### src/hw/rtl/ctc_greedy_token_decoder_macros.svh
// Assertion macros shared by the CTC greedy token decoder RTL.
// Included by files that carry concurrent checks; no other dependencies.
`ifndef CTC_GREEDY_TOKEN_DECODER_MACROS_SVH
`define CTC_GREEDY_TOKEN_DECODER_MACROS_SVH
`ifndef SYNTHESIS
// Same-cycle implication check
`define CTCGD_ASSERT_IMP(label, clk, rst, ante, cons, msg) \
   label: assert property (@(posedge clk) disable iff (rst) (ante) |-> (cons)) \
      else $error(msg);
// Next-cycle implication check
`define CTCGD_ASSERT_NXT(label, clk, rst, ante, cons, msg) \
   label: assert property (@(posedge clk) disable iff (rst) (ante) |=> (cons)) \
      else $error(msg);
`else
`define CTCGD_ASSERT_IMP(label, clk, rst, ante, cons, msg)
`define CTCGD_ASSERT_NXT(label, clk, rst, ante, cons, msg)
`endif
`endif

### src/hw/rtl/ctcgd_pkg.sv
// Shared types and constants for the CTC greedy token decoder.
// No dependencies; imported by every module of the block.
`timescale 1ns / 1ps

package ctcgd_pkg;

   // Field widths fixed by the stream format
   localparam int TOKEN_W    = 13;
   localparam int SCORE_W    = 16;
   localparam int THRESH_W   = 16;
   localparam int RSP_DATA_W = 32;
   localparam int RSP_PAD_W  = RSP_DATA_W - TOKEN_W - SCORE_W;

   // Parameter defaults
   localparam int NUM_CLASSES_DEF = 8192;
   localparam int PROB_BITS_DEF   = 16;

   localparam logic [THRESH_W-1:0] THRESH_RESET = 16'h8000;
   localparam logic [TOKEN_W-1:0]  BLANK_CLASS  = '0;

   // Item kinds carried on tuser
   localparam logic MODE_ELEMENT = 1'b0;
   localparam logic MODE_CLEAR   = 1'b1;

   // Control part of one held input item
   typedef struct packed {
      logic clear;   // sequence clear, no probability
      logic last;    // final element of the frame
   } ctl_type;

endpackage

### src/hw/rtl/ctcgd_in_reg.sv
// Input register of the CTC greedy token decoder.
// Holds one accepted item until the core consumes it; uses ctcgd_pkg.
`timescale 1ns / 1ps

module ctcgd_in_reg #(
   parameter int PROB_BITS = ctcgd_pkg::PROB_BITS_DEF
) (
   input  logic                     clock,
   input  logic                     reset,
   input  logic                     req_tvalid,
   output logic                     req_tready,
   input  logic                     req_tuser,
   input  logic                     req_tlast,
   input  logic [PROB_BITS-1:0]     req_prob,
   input  logic                     advance,
   output logic                     item_valid,
   output ctcgd_pkg::ctl_type       item_ctl,
   output logic [PROB_BITS-1:0]     item_prob
);
   import ctcgd_pkg::*;

   logic                 valid_ff, valid_in;
   ctl_type              ctl_ff;
   logic [PROB_BITS-1:0] prob_ff;
   logic                 take;

   // Free when empty or when the held item moves on this cycle
   assign req_tready = !valid_ff || advance;
   assign take       = req_tvalid && req_tready;

   always_comb begin
      valid_in = valid_ff;
      if (take) begin
         valid_in = 1'b1;
      end else if (advance) begin
         valid_in = 1'b0;
      end
   end

   always_ff @(posedge clock) begin
      if (reset) begin
         valid_ff <= 1'b0;
      end else begin
         valid_ff <= valid_in;
      end
   end

   // Payload needs no reset
   always_ff @(posedge clock) begin
      if (take) begin
         ctl_ff.clear <= (req_tuser == MODE_CLEAR);
         ctl_ff.last  <= req_tlast;
         prob_ff      <= req_prob;
      end
   end

   assign item_valid = valid_ff;
   assign item_ctl   = ctl_ff;
   assign item_prob  = prob_ff;

endmodule

### src/hw/rtl/ctcgd_frame_max.sv
// Running maximum over one frame of class probabilities.
// Gives the frame's leading class and score for the held item; uses ctcgd_pkg.
`timescale 1ns / 1ps

module ctcgd_frame_max #(
   parameter int NUM_CLASSES = ctcgd_pkg::NUM_CLASSES_DEF,
   parameter int PROB_BITS   = ctcgd_pkg::PROB_BITS_DEF
) (
   input  logic                          clock,
   input  logic                          reset,
   input  logic                          advance,
   input  ctcgd_pkg::ctl_type            item_ctl,
   input  logic [PROB_BITS-1:0]          item_prob,
   output logic [ctcgd_pkg::TOKEN_W-1:0] cand_class,
   output logic [PROB_BITS-1:0]          cand_prob
);
   import ctcgd_pkg::*;

   localparam int POS_W = $clog2(NUM_CLASSES + 1);

   logic [PROB_BITS-1:0] best_prob_ff, best_prob_in;
   logic [TOKEN_W-1:0]   best_class_ff, best_class_in;
   logic [POS_W-1:0]     pos_ff, pos_in;
   logic                 in_range;
   logic                 lead;

   // Only positions below the class count compete; first max wins ties
   assign in_range = pos_ff < POS_W'(NUM_CLASSES);
   assign lead     = in_range && ((pos_ff == '0) || (item_prob > best_prob_ff));

   // Leader including the held element
   assign cand_prob  = lead ? item_prob : best_prob_ff;
   assign cand_class = lead ? TOKEN_W'(pos_ff) : best_class_ff;

   always_comb begin
      best_prob_in  = best_prob_ff;
      best_class_in = best_class_ff;
      pos_in        = pos_ff;
      if (advance && !item_ctl.clear) begin
         if (item_ctl.last) begin
            best_prob_in  = '0;
            best_class_in = '0;
            pos_in        = '0;
         end else begin
            best_prob_in  = cand_prob;
            best_class_in = cand_class;
            if (in_range) begin
               pos_in = pos_ff + POS_W'(1);
            end
         end
      end
   end

   always_ff @(posedge clock) begin
      if (reset) begin
         best_prob_ff  <= '0;
         best_class_ff <= '0;
         pos_ff        <= '0;
      end else begin
         best_prob_ff  <= best_prob_in;
         best_class_ff <= best_class_in;
         pos_ff        <= pos_in;
      end
   end

endmodule

### src/hw/rtl/ctcgd_emit.sv
// Blank/repeat collapse, threshold test and result register.
// Holds the last emitted token and the threshold register; uses ctcgd_pkg.
`timescale 1ns / 1ps

module ctcgd_emit #(
   parameter int PROB_BITS = ctcgd_pkg::PROB_BITS_DEF
) (
   input  logic                             clock,
   input  logic                             reset,
   input  logic                             csr_wr_en,
   input  logic [ctcgd_pkg::THRESH_W-1:0]   csr_wr_data,
   input  logic                             advance,
   input  ctcgd_pkg::ctl_type               item_ctl,
   input  logic [ctcgd_pkg::TOKEN_W-1:0]    cand_class,
   input  logic [PROB_BITS-1:0]             cand_prob,
   output logic                             out_free,
   output logic                             rsp_tvalid,
   input  logic                             rsp_tready,
   output logic [ctcgd_pkg::RSP_DATA_W-1:0] rsp_tdata
);
   import ctcgd_pkg::*;

   localparam int CMP_W = (PROB_BITS > THRESH_W) ? PROB_BITS : THRESH_W;

   logic [THRESH_W-1:0] thresh_ff;
   logic [TOKEN_W-1:0]  prev_token_ff, prev_token_in;
   logic                prev_valid_ff, prev_valid_in;
   logic                out_valid_ff, out_valid_in;
   logic [TOKEN_W-1:0]  token_ff;
   logic [SCORE_W-1:0]  score_ff;
   logic                not_blank, is_new, confident, fire;

   // Threshold register
   always_ff @(posedge clock) begin
      if (reset) begin
         thresh_ff <= THRESH_RESET;
      end else if (csr_wr_en) begin
         thresh_ff <= csr_wr_data;
      end
   end

   // Frame-end decision
   assign not_blank = cand_class != BLANK_CLASS;
   assign is_new    = !prev_valid_ff || (cand_class != prev_token_ff);
   assign confident = CMP_W'(cand_prob) > CMP_W'(thresh_ff);
   assign fire      = advance && !item_ctl.clear && item_ctl.last
                      && not_blank && is_new && confident;

   // Last emitted token, forgotten on a clear
   always_comb begin
      prev_token_in = prev_token_ff;
      prev_valid_in = prev_valid_ff;
      if (advance && item_ctl.clear) begin
         prev_token_in = '0;
         prev_valid_in = 1'b0;
      end else if (fire) begin
         prev_token_in = cand_class;
         prev_valid_in = 1'b1;
      end
   end

   // Result register loads when empty or being taken
   assign out_free = !out_valid_ff || rsp_tready;

   always_comb begin
      out_valid_in = out_valid_ff;
      if (out_free) begin
         out_valid_in = fire;
      end
   end

   always_ff @(posedge clock) begin
      if (reset) begin
         prev_token_ff <= '0;
         prev_valid_ff <= 1'b0;
         out_valid_ff  <= 1'b0;
      end else begin
         prev_token_ff <= prev_token_in;
         prev_valid_ff <= prev_valid_in;
         out_valid_ff  <= out_valid_in;
      end
   end

   always_ff @(posedge clock) begin
      if (fire) begin
         token_ff <= cand_class;
         score_ff <= SCORE_W'(cand_prob);
      end
   end

   assign rsp_tvalid = out_valid_ff;
   assign rsp_tdata  = {{RSP_PAD_W{1'b0}}, score_ff, token_ff};

endmodule

### src/hw/rtl/ctc_greedy_token_decoder.sv
// CTC greedy token decoder: takes one class probability per cycle and emits
// at most one token per frame after blank and repeat collapse. An item is
// accepted every cycle unless the input stalls; a token is offered on the
// token stream once the frame's last element has passed the input register
// and then loaded the result register. The input stalls only while the
// result register holds a token that the sink has not taken. Ties keep the
// lowest class index; elements past NUM_CLASSES in a frame are ignored but
// their tlast still closes the frame.
// Depends on ctcgd_pkg, ctcgd_in_reg, ctcgd_frame_max, ctcgd_emit.
`timescale 1ns / 1ps
`include "ctc_greedy_token_decoder_macros.svh"

module ctc_greedy_token_decoder #(
   parameter int NUM_CLASSES = ctcgd_pkg::NUM_CLASSES_DEF,
   parameter int PROB_BITS   = ctcgd_pkg::PROB_BITS_DEF,
   localparam int REQ_DATA_W = ((PROB_BITS + 7) / 8) * 8
) (
   input  logic                             clock,
   input  logic                             reset,
   // Threshold register, Q0.16
   input  logic                             csr_wr_en,
   input  logic [ctcgd_pkg::THRESH_W-1:0]   csr_wr_data,
   // Probability stream
   input  logic                             req_tvalid,
   output logic                             req_tready,
   input  logic [REQ_DATA_W-1:0]            req_tdata,   // prob, zero padded
   input  logic                             req_tuser,   // mode: 0 element, 1 clear
   input  logic                             req_tlast,   // frame_last
   // Token stream
   output logic                             rsp_tvalid,
   input  logic                             rsp_tready,
   output logic [ctcgd_pkg::RSP_DATA_W-1:0] rsp_tdata    // token[12:0], token_score[28:13]
);
   import ctcgd_pkg::*;

   logic                 item_valid;
   ctl_type              item_ctl;
   logic [PROB_BITS-1:0] item_prob;
   logic [TOKEN_W-1:0]   cand_class;
   logic [PROB_BITS-1:0] cand_prob;
   logic                 out_free;
   logic                 advance;

   // Held item moves through the decision when the result slot is free
   assign advance = item_valid && out_free;

   ctcgd_in_reg #(
      .PROB_BITS (PROB_BITS)
   ) u_in_reg (
      .clock      (clock),
      .reset      (reset),
      .req_tvalid (req_tvalid),
      .req_tready (req_tready),
      .req_tuser  (req_tuser),
      .req_tlast  (req_tlast),
      .req_prob   (req_tdata[PROB_BITS-1:0]),
      .advance    (advance),
      .item_valid (item_valid),
      .item_ctl   (item_ctl),
      .item_prob  (item_prob)
   );

   ctcgd_frame_max #(
      .NUM_CLASSES (NUM_CLASSES),
      .PROB_BITS   (PROB_BITS)
   ) u_frame_max (
      .clock      (clock),
      .reset      (reset),
      .advance    (advance),
      .item_ctl   (item_ctl),
      .item_prob  (item_prob),
      .cand_class (cand_class),
      .cand_prob  (cand_prob)
   );

   ctcgd_emit #(
      .PROB_BITS (PROB_BITS)
   ) u_emit (
      .clock       (clock),
      .reset       (reset),
      .csr_wr_en   (csr_wr_en),
      .csr_wr_data (csr_wr_data),
      .advance     (advance),
      .item_ctl    (item_ctl),
      .cand_class  (cand_class),
      .cand_prob   (cand_prob),
      .out_free    (out_free),
      .rsp_tvalid  (rsp_tvalid),
      .rsp_tready  (rsp_tready),
      .rsp_tdata   (rsp_tdata)
   );

   // Checks
   `CTCGD_ASSERT_IMP(a_no_blank_token, clock, reset, rsp_tvalid, rsp_tdata[TOKEN_W-1:0] != BLANK_CLASS, "blank class emitted")
   `CTCGD_ASSERT_IMP(a_stall_only_on_full_output, clock, reset, !req_tready, rsp_tvalid && !rsp_tready, "input stalled without output backpressure")
   `CTCGD_ASSERT_NXT(a_clear_gives_no_token, clock, reset, advance && item_ctl.clear, !rsp_tvalid, "clear item produced a token")

endmodule
### config.mk
export PLATFORM = sky130hd
export DESIGN_NAME = ctc_greedy_token_decoder
export DESIGN_NICKNAME = d
export VERILOG_FILES = /design/src/hw/rtl/ctcgd_pkg.sv /design/src/hw/rtl/ctcgd_in_reg.sv /design/src/hw/rtl/ctcgd_frame_max.sv /design/src/hw/rtl/ctcgd_emit.sv /design/src/hw/rtl/ctc_greedy_token_decoder.sv
export VERILOG_INCLUDE_DIRS = /design/src /design/src/hw/rtl
export SDC_FILE = /design/constraint.sdc
export NUM_CORES = 1
export LEC_CHECK = 0
export BUFFER_PORTS_ARGS = -buffer_cell sky130_fd_sc_hd__buf_2
export CORE_UTILIZATION = 45
export CTS_CLUSTER_DIAMETER = 30
export CTS_CLUSTER_SIZE = 10
export DETAILED_ROUTE_END_ITERATION = 10
export SLEW_MARGIN = 10
export SYNTH_ARGS = -nofsm -noshare
export SYNTH_HDL_FRONTEND = slang
export SYNTH_SLANG_ARGS = --single-unit
### constraint.sdc
create_clock -name clock -period 11.7 [get_ports clock]
set_input_delay 0 -clock clock [delete_from_list [all_inputs] [get_ports clock]]
set_output_delay 0 -clock clock [all_outputs]
set_load 0.02 [all_outputs]
After elaboration in Yosys (flattened, before gate mapping) --
Index checks and enable logic that the tools add are counted.
Storage, ports and cells: bits in registers 122, input bits 39, output and inout port bits 34, word-level logic and storage cells 49
Cells by class: $add $sub $neg 1, order comparisons 3, eq/ne operators 1, mux-type cells 8, reduce and logical (&&, ||, !) cells 23
Operators by type and width (count):
- $gt A16 B16 Y1 | 2
- $mux W16 | 2
- $mux W14 | 2
- $mux W13 | 2
- $add A14 B1 Y14 const B | 1
- $logic_not A14 Y1 | 1
- $lt A14 B14 Y1 const B | 1
- $ne A13 B13 Y1 | 1
- $reduce_bool A13 Y1 | 1
- $logic_and A1 B1 Y1 | 9
- $logic_not A1 Y1 | 4
- $logic_or A1 B1 Y1 | 4
- $reduce_bool A2 Y1 | 2
- $mux W1 | 2
- $reduce_and A2 Y1 | 1
- $reduce_or A2 Y1 | 1

Depth between registers and ports, before layout --
Gate-level depths: netlist of run 1.
word-level depth 8, gate-level depth with buffers 22

Cells and area by module --
Synthesis of run 1 repeated with hierarchy kept, for this count alone.
Unflattened totals: cells, all modules 494, area total of the unflattened synthesis 5661.7 µm²
Modules (own cells, without submodules):
- ctcgd_emit | times used 1, cells an instance 231, area each 2621.3 µm²
- ctcgd_frame_max | times used 1, cells an instance 239, area each 2438.6 µm²
- ctcgd_in_reg | times used 1, cells an instance 23, area each 595.6 µm²
- ctc_greedy_token_decoder | times used 1, cells an instance 1, area each 6.3 µm²

Worst setup path after synthesis of run 1 --
Ideal clock, no wire load.
path kind register -> register, start register u_frame_max.pos_ff[0], end register u_emit.prev_token_ff[11], setup time 0.086 ns, arrival 4.525 ns, setup slack 7.089 ns, cell stages (with the launch flop) 22, path buffers 5, clock period less this slack 4.611 ns, path through dfxtp_1 -> clkbuf_1 -> inv_1 -> ha_1 -> nor4b_1 -> nand3_2 -> or4b_1 -> o31a_1 -> buf_6 -> buf_4 -> clkbuf_1 -> o21ai_0 -> ha_1 -> a21o_1 -> a21o_1 -> a211oi_1 -> o21ai_0 -> o221a_2 -> o211ai_1 -> clkbuf_1 -> nor2_1 -> a211oi_1
RTL lines:
- start: declaration | RTL line ctcgd_frame_max.sv:23 | logic [POS_W-1:0] pos_ff, pos_in;
- start signal: assignment | RTL line ctcgd_frame_max.sv:62 | pos_ff <= pos_in;
- branches (longest 2 deep; another with $lt A14 B14 Y1)
- $logic_and A1 B1 Y1 * | RTL line ctcgd_frame_max.sv:29 | assign lead = in_range && ((pos_ff == '0) || (item_prob > best_prob_ff));
- $mux W16 * | RTL line ctcgd_frame_max.sv:32 | assign cand_prob = lead ? item_prob : best_prob_ff;
- named net cand_prob[9] | RTL line ctc_greedy_token_decoder.sv:40 | logic [PROB_BITS-1:0] cand_prob;
- $gt A16 B16 Y1 * | RTL line ctcgd_emit.sv:45 | assign confident = CMP_W'(cand_prob) > CMP_W'(thresh_ff);
- $logic_and A1 B1 Y1 * | RTL line ctcgd_emit.sv:47 | && not_blank && is_new && confident;
- end signal: assignment | RTL line ctcgd_emit.sv:78 | prev_token_ff <= prev_token_in;
- end: declaration | RTL line ctcgd_emit.sv:26 | logic [TOKEN_W-1:0] prev_token_ff, prev_token_in;
Mark *: on every way through the listed nets, which the timed path passes. A chain may end at the register's enable or synchronous reset.

Final worst setup path of run 1 --
start register u_in_reg.prob_ff[14], in the netlist u_in_reg.item_prob[14], end register u_emit.token_ff[10], enable pin
RTL lines:
- start: declaration | RTL line ctcgd_in_reg.sv:24 | logic [PROB_BITS-1:0] prob_ff;
- start signal: assignment | RTL line ctcgd_in_reg.sv:53 | prob_ff <= req_prob;
- $gt A16 B16 Y1 | RTL line ctcgd_frame_max.sv:29
- $logic_or A1 B1 Y1 | RTL line ctcgd_frame_max.sv:29
- $logic_and A1 B1 Y1 | RTL line ctcgd_frame_max.sv:29
- $mux W16 | RTL line ctcgd_frame_max.sv:32
- named net cand_prob[10] | RTL line ctc_greedy_token_decoder.sv:40
- $gt A16 B16 Y1 | RTL line ctcgd_emit.sv:45
- $logic_and A1 B1 Y1 | RTL line ctcgd_emit.sv:47
- named net u_emit.fire | RTL line ctcgd_emit.sv:31 | logic not_blank, is_new, confident, fire;
- end signal: assignment | RTL line ctcgd_emit.sv:86 | token_ff <= cand_class;
- end: declaration | RTL line ctcgd_emit.sv:29 | logic [TOKEN_W-1:0] token_ff;
The timed path passes the listed nets, and every way through them passes these cells.

==> run_results.csv, run 1 <==
group,metric,value,unit
global_route,overflow,0,
placed_design,finalWeightedCongestion,0.900,
synth,ys_types,63,
setup_path,cp.required,11740,ps
setup_path,arrival,5840,ps
power,power,1.04,mW
setup_path,regToRegEndpoint,"u_emit.token_ff[10]$_DFFE_PP_",
synth,yosysSeqAreaShare,0.499,
synth,ys_warn_count,0,
routing,final_antenna_net_count,0,
synth,synth.cell_area,5840,um^2
cts,cts_buffers,17,
die,num_rows,41,
final_layout,drive_above_1_share,0.171,
timing,rsz0062_at_grt,"false",
timing,drv_slew,0,
global_route,grt_pass1_wl,24000,um
setup_path,endpoint,"u_emit.token_ff[10]$_DFFE_PP_",
power,p_leak,2.94,nW
cts,cts_tree,"done",
status,status,"finished, final reports clean",
cts,htree_num_levels,4,
synth,netlist_instances,594,
placed_design,place_inst,810,
synth,synth-main-ff-cell,"dfxtp_1",
routing,drt-wirelength-per-cell,17.0,um
setup_path,r2r_start,"u_in_reg.item_prob[14]$_DFFE_PP_",
timing,fin_hold_ws,115,ps
final_layout,fin_area,7220,um^2
flow_run,max-cap-violations,0,
power,power_frac_seq,0.444,
worst_hold_path,hp-class,"input port to flop",
global_route,grt_pass1_vias,4769,
timing,fin_tns_setup,0,ps
setup_path,rrSetupSlack,5910,ps
routing,drt-pass1-iter-count,7,
final_layout,nNetsFinal,767,
cts,root_buffer,"clkbuf_16",
timing,finalHoldViolations,0,
die,die_w,116,um
cts,path_clk_slew,60,ps
power,ir_drop,0.000108,V
timing,setup_viol,0,
power,switchingPower,237,uW
routing,drtIter0Drc,320,
final_layout,layout.cells.non_filler,879,
cts,postCtsSetupRepairBufs,0,
placed_design,numPortBuffers,69,
setup_path,path_class,"flop to flop",
synth,synth-seq-cells,122,
routing,avgViaCountPerCell,5.40,
power,power_frac_clock,0.470,
final_layout,n_antenna_cell,0,
power,comb_power_share,0.086,
setup_path,cp-start-kind,"flop",
routing,drcViolationCount,0,
die,die_y,116,um
global_route,grt_usage,0.242,
timing,tightest_slew,1040,ps
setup_path,crit_path_max_fanout,29,
setup_path,reg2reg_depth,15,
timing,final.period_utilization,0.495,
synth,async_reset_ff_frac,0,
power,p_per_area,143,nW/um^2
power,sw_frac_of_total,0.229,
placed_design,place_area,6300,um^2
routing,vias,4745,
routing,routed_wl,14900,um
global_route,grt_max_degree,51,
timing,period_needed,5790,ps
synth,syn_avg_cell_area,9.83,um^2
die,initial_utilization,0.463,
die,dieArea,13400,um^2
die,core_area,12600,um^2
setup_path,setup.worst_path.start,"u_in_reg.item_prob[14]$_DFFE_PP_",
placed_design,dp_hpwl,10300,um
timing,timing.fmax,173,MHz
cts,clk_latency,420,ps
cts,cts_resized,0,
cts,cts_sinks,122,
cts,cts_buffer_depth,2,
final_layout,area.growth.synth_to_final,23.6,%
setup_path,worstSetupEndpointType,"flop",
synth,synth_edf_count,47,
timing,max-slew-margin-rel,0.304,
global_route,antenna_found_initial,0,
timing,skew,7.18,ps
power,p_int,798,uW
die,ios,73,
==> per-layer routing <==
| metal | track usage | vias up | part of all wire |
|---|---|---|---|
| li1 | - | 2311 | - |
| met1 | 0.285 | 2284 | 0.44 |
| met2 | 0.413 | 124 | 0.50 |
| met3 | 0.0664 | 26 | 0.043 |
| met4 | 0.100 | 0 | 0.024 |
| met5 | 0 | - | 0 |
==> cells in the final DEF, fill, tap and decap left out, types with 4 or more instances in the layout <==
master	count
buf_4	4
nand2_1	40
a21oi_1	19
buf_2	69
nor2_1	78
clkbuf_16	17
nand4_1	4
xor2_1	13
or3_1	5
a211oi_1	8
edfxtp_1	47
a221oi_2	5
o21ai_0	34
mux2i_1	22
nor3_1	13
ha_1	34
and3_1	5
a21o_1	4
inv_1	55
nor4_1	8
a22oi_1	30
clkbuf_1	4
dlygate4sd3_1	37
nand3_1	10
xnor2_1	4
mux2_2	4
dfxtp_1	75
==> flip-flops by register name, summed over array words and instances (netlist names) <==
register                   count
u_emit.prev_valid_ff           1
u_in_reg.item_valid            1
u_emit.token_ff               13
u_frame_max.best_prob_ff      16
u_emit.prev_token_ff          13
u_in_reg.item_ctl              2
u_in_reg.item_prob            16
u_frame_max.pos_ff            14
u_emit.rsp_tvalid              1
u_frame_max.best_class_ff     13
u_emit.thresh_ff              16
u_emit.score_ff               16
==> metrics by stage <==
| stage | util | worst slack (ps) |
|---|---|---|
| 4_1_cts | 0.572 | 5900 |
| 3_3_place_gp | 0.499 | 6380 |
| 6_report | 0.572 | 5910 |
| 5_1_grt | 0.572 | 5350 |
| 2_1_floorplan | - | 7090 |
| 3_5_place_dp | 0.499 | 5900 |
==> how the worst min path moves through the flow <==
stage	endpoint	start	slack, ps	depth (start not counted)
final	u_emit.thresh_ff[15]$_SDFFE_PP1P_	csr_wr_en	110	2
after global routing	u_emit.thresh_ff[15]$_SDFFE_PP1P_	csr_wr_en	120	2
after CTS	u_emit.thresh_ff[15]$_SDFFE_PP1P_	csr_wr_en	100	2
after detailed placement	u_in_reg.item_prob[3]$_DFFE_PP_	req_tdata[3]	180	1
after global placement	u_in_reg.item_prob[12]$_DFFE_PP_	req_tdata[12]	180	1
after floorplan	u_in_reg.item_ctl[0]$_DFFE_PP_	req_tlast	100	0
==> cell families (layout without fill, tap and decap cells) <==
group / count (synthesis) / count (layout) / synth area share
AND/OR/NAND/NOR: 180 / 180 / 0.144
AO/OA/AOI/OAI: 126 / 126 / 0.150
flip-flops: 122 / 122 / 0.499
buffers and inverters: 87 / 198 / 0.0604
adder cells (fa/ha/maj): 34 / 34 / 0.0728
multiplexers: 27 / 27 / 0.0480
XOR/XNOR: 17 / 17 / 0.0255
other: 1 / 3 / 0.000642
==> power groups by stage <==
stage	clock network, mW	logic [mW]	registers (mW)
2_1_floorplan	0	0.0554	0.466
3_3_place_gp	0	0.0774	0.468
3_5_place_dp	0	0.0798	0.468
4_1_cts	0.495	0.0895	0.460
5_1_grt	0.511	0.101	0.461
6_report	0.486	0.0889	0.460
==> timing repair <==
action,in CTS,in global routing
setup endpoints to repair,0,0
hold buffers,37,0
endpoints found under the hold margin,36,0
==> worst max-delay path: stages (launching register included) <==
cell and delay, ps:
edfxtp_1 410, ha_1 350, nand4_2 160, nor4_1 620, a21boi_1 370, o31a_1 730, o21ai_0 300, ha_1 370
nand2_1 70, nor4_1 510, o21ai_0 190, a21oi_1 150, o221a_2 210, o211a_2 250, o31ai_4 160, inv_2 570
==> cell usage after synthesis, drive strengths merged, types with 2 or more instances <==
cell | number | area share
mux2i | 22 | 0.038
nor3 | 13 | 0.011
o22ai | 3 | 0.0032
nor2 | 79 | 0.051
o211ai | 3 | 0.0039
and3 | 5 | 0.0054
a21oi | 19 | 0.016
o21ai | 35 | 0.030
nor4 | 10 | 0.013
a221oi | 6 | 0.014
a211oi | 8 | 0.010
nand4 | 5 | 0.0064
edfxtp | 47 | 0.24
nand2 | 40 | 0.026
o31ai | 2 | 0.0049
a22o | 2 | 0.0030
mux2 | 5 | 0.010
inv | 56 | 0.036
a22oi | 30 | 0.039
dfxtp | 75 | 0.26
xnor2 | 4 | 0.0060
nand3 | 11 | 0.010
a21o | 4 | 0.0051
xor2 | 13 | 0.019
clkbuf | 21 | 0.013
ha | 34 | 0.073
buf | 10 | 0.011
nor2b | 3 | 0.0032
or3 | 6 | 0.0073
o2111ai | 2 | 0.0030
==> layout make-up <==
class,instances,area (um^2)
fill,1141,5400
sequential,122,2910
multi-input combinational,387,2580
timing repair buffer,110,746
clock buffer,24,482
tap,172,215
inverter,56,210
clock inverter,8,68.8
Power figures use the tool's default switching activity.
==> run 2, diff against run 1 <==
==> constraint.sdc (replaced) <==
create_clock -name clock -period 5.8 [get_ports clock]
set_input_delay 0 -clock clock [delete_from_list [all_inputs] [get_ports clock]]
set_output_delay 0 -clock clock [all_outputs]
set_load 0.02 [all_outputs]
==> run 2 against run 1 <==
Maximum frequency grew 7.9%; worst hold slack improved by 6.5 ps; worst setup slack worse by 5500 ps; power is 97% higher; via count shrank 1.4%; register-to-register slack worse by 5500 ps; critical path depth stayed put; clock-buffer cell count shrank 1; non-clock buffer count rose by 3; cell count is 0.34% higher; clock skew grew 1.3 ps; critical path type unchanged; largest cell class unchanged; largest power group unchanged.
==> run_results.csv, run 2 (synthesis results as in run 1) <==
group,metric,value,unit
die,die_w,116,um
power,power_frac_clock,0.457,
die,dieArea,13400,um^2
die,core_area,12600,um^2
routing,routed_wl,14700,um
timing,timing.fmax,186,MHz
routing,avgViaCountPerCell,5.30,
setup_path,arrival,5420,ps
setup_path,cp.required,5840,ps
final_layout,final_cell_mix,"nor2_1, dfxtp_1, buf_2",
cts,root_buffer,"clkbuf_16",
routing,drt-wirelength-per-cell,16.6,um
die,initial_utilization,0.463,
global_route,grt_pass1_vias,4605,
cts,htree_num_levels,4,
cts,cts_buffer_depth,2,
die,die_y,116,um
timing,fin_tns_setup,0,ps
power,p_int,1.56,mW
setup_path,crit_path_max_fanout,29,
final_layout,final_util,0.572,
die,ios,73,
timing,period_needed,5370,ps
timing,final.period_utilization,0.926,
power,switchingPower,474,uW
power,power_frac_seq,0.455,
final_layout,nNetsFinal,770,
routing,drtIter0Drc,320,
placed_design,dp_hpwl,10200,um
timing,max-slew-margin-rel,0.308,
final_layout,area.growth.synth_to_final,23.6,%
timing,skew,8.44,ps
routing,drcViolationCount,0,
setup_path,cp-start-kind,"flop",
timing,setup_viol,0,
routing,vias,4677,
global_route,grt_max_degree,51,
timing,rsz0062_at_grt,"false",
placed_design,finalWeightedCongestion,0.897,
cts,cts_sinks,122,
timing,drv_slew,0,
power,sw_frac_of_total,0.233,
timing,finalHoldViolations,0,
power,p_per_area,282,nW/um^2
power,comb_power_share,0.089,
routing,final_antenna_net_count,0,
setup_path,path_class,"flop to flop",
cts,clk_latency,420,ps
cts,cts_tree,"done",
global_route,overflow,0,
global_route,antenna_found_initial,0,
placed_design,numPortBuffers,69,
worst_hold_path,hp-class,"input port to flop",
cts,path_clk_slew,50,ps
flow_run,max-cap-violations,0,
power,ir_drop,0.000247,V
final_layout,n_antenna_cell,0,
final_layout,drive_above_1_share,0.175,
timing,tightest_slew,1040,ps
cts,cts_resized,0,
cts,cts_buffers,17,
setup_path,worstSetupEndpointType,"flop",
final_layout,n_fill_cell,1151,
status,status,"finished, final reports clean",
global_route,grt_usage,0.239,
global_route,grt_pass1_wl,23600,um
power,p_leak,2.93,nW
die,num_rows,41,
routing,drt-pass1-iter-count,7,
final_layout,layout_commonest_cell,"nor2_1",
==> run 2: changes by cell type in the layout (fill, tap and decap cells not counted) <==
cell	before	now
bufinv_16	1	0
clkbuf_1	4	3
clkinvlp_4	1	2
inv_4	2	0
clkinv_2	3	5
clkinv_1	1	2
buf_4	4	7
==> run 2: routing by layer <==
metal / wire [um] / vias to the layer above / global-route usage
li1: - / 2317 / -
met1: 6330 / 2211 / 0.287
met2: 7360 / 133 / 0.418
met3: 790 / 16 / 0.0664
met4: 203 / 0 / 0.0692
met5: 0 / - / 0
==> run 2: path summary, 6_finish.rpt <==
kind	from	endpoint	slack, ps	depth (start not counted)
worst min register to register	u_emit.thresh_ff[13]$_SDFFE_PP0P_	u_emit.thresh_ff[13]$_SDFFE_PP0P_	490	2
worst max register to register	u_in_reg.item_prob[15]$_DFFE_PP_	u_emit.token_ff[5]$_DFFE_PP_	430	15
worst max-delay path	u_in_reg.item_prob[15]$_DFFE_PP_	u_emit.token_ff[5]$_DFFE_PP_	430	15
worst min-delay path	csr_wr_en	u_emit.thresh_ff[15]$_SDFFE_PP1P_	120	2
==> run 2: what timing repair did <==
action,in CTS,in global routing
setup buffers,0,0
endpoints found under the hold margin,36,0
hold buffers,37,0
==> run 2: critical path: stages (launching register included) <==
cell,delay (ps)
edfxtp_1,410
ha_1,350
nand4_2,150
nor4_1,510
a21boi_1,330
o31a_1,530
o21ai_0,290
ha_1,360
nand2_1,80
nor4_1,440
o21ai_0,160
a21oi_1,150
o221a_2,220
o211a_2,250
o31ai_4,160
inv_2,580
==> run 2: per-stage QoR <==
step / total power, mW / cell area [um^2] / cells / setup slack (ps) / hold slack (ps)
final: 2.04 / 7220 / 882 / 428 / 121
after global routing: 2.11 / 7220 / 882 / 50.8 / 152
after CTS: 2.05 / 7220 / 882 / 435 / 108
after detailed placement: 1.11 / 6320 / 813 / 467 / 178
after global placement: 1.10 / 6320 / 813 / 632 / 177
after floorplan: 1.05 / 5850 / 596 / 1190 / 98.9
==> run 2: cell type report <==
type | instances | area (um^2) | share of cell area
flip-flops and latches | 122 | 2910 | 0.404
multi-input cells | 387 | 2580 | 0.358
repair buffers | 113 | 768 | 0.106
clock buffers | 23 | 478 | 0.0662
well taps | 172 | 215 | 0.0298
inverters | 56 | 210 | 0.0291
clock inverters | 9 | 47.5 | 0.00659
==> run 2: power groups by stage <==
stage | Combinational (mW) | Sequential, mW | Clock [mW]
floorplan | 0.112 | 0.940 | 0
global placement | 0.159 | 0.943 | 0
detailed placement | 0.162 | 0.944 | 0
CTS | 0.181 | 0.926 | 0.947
global route | 0.203 | 0.928 | 0.984
finish | 0.180 | 0.926 | 0.930
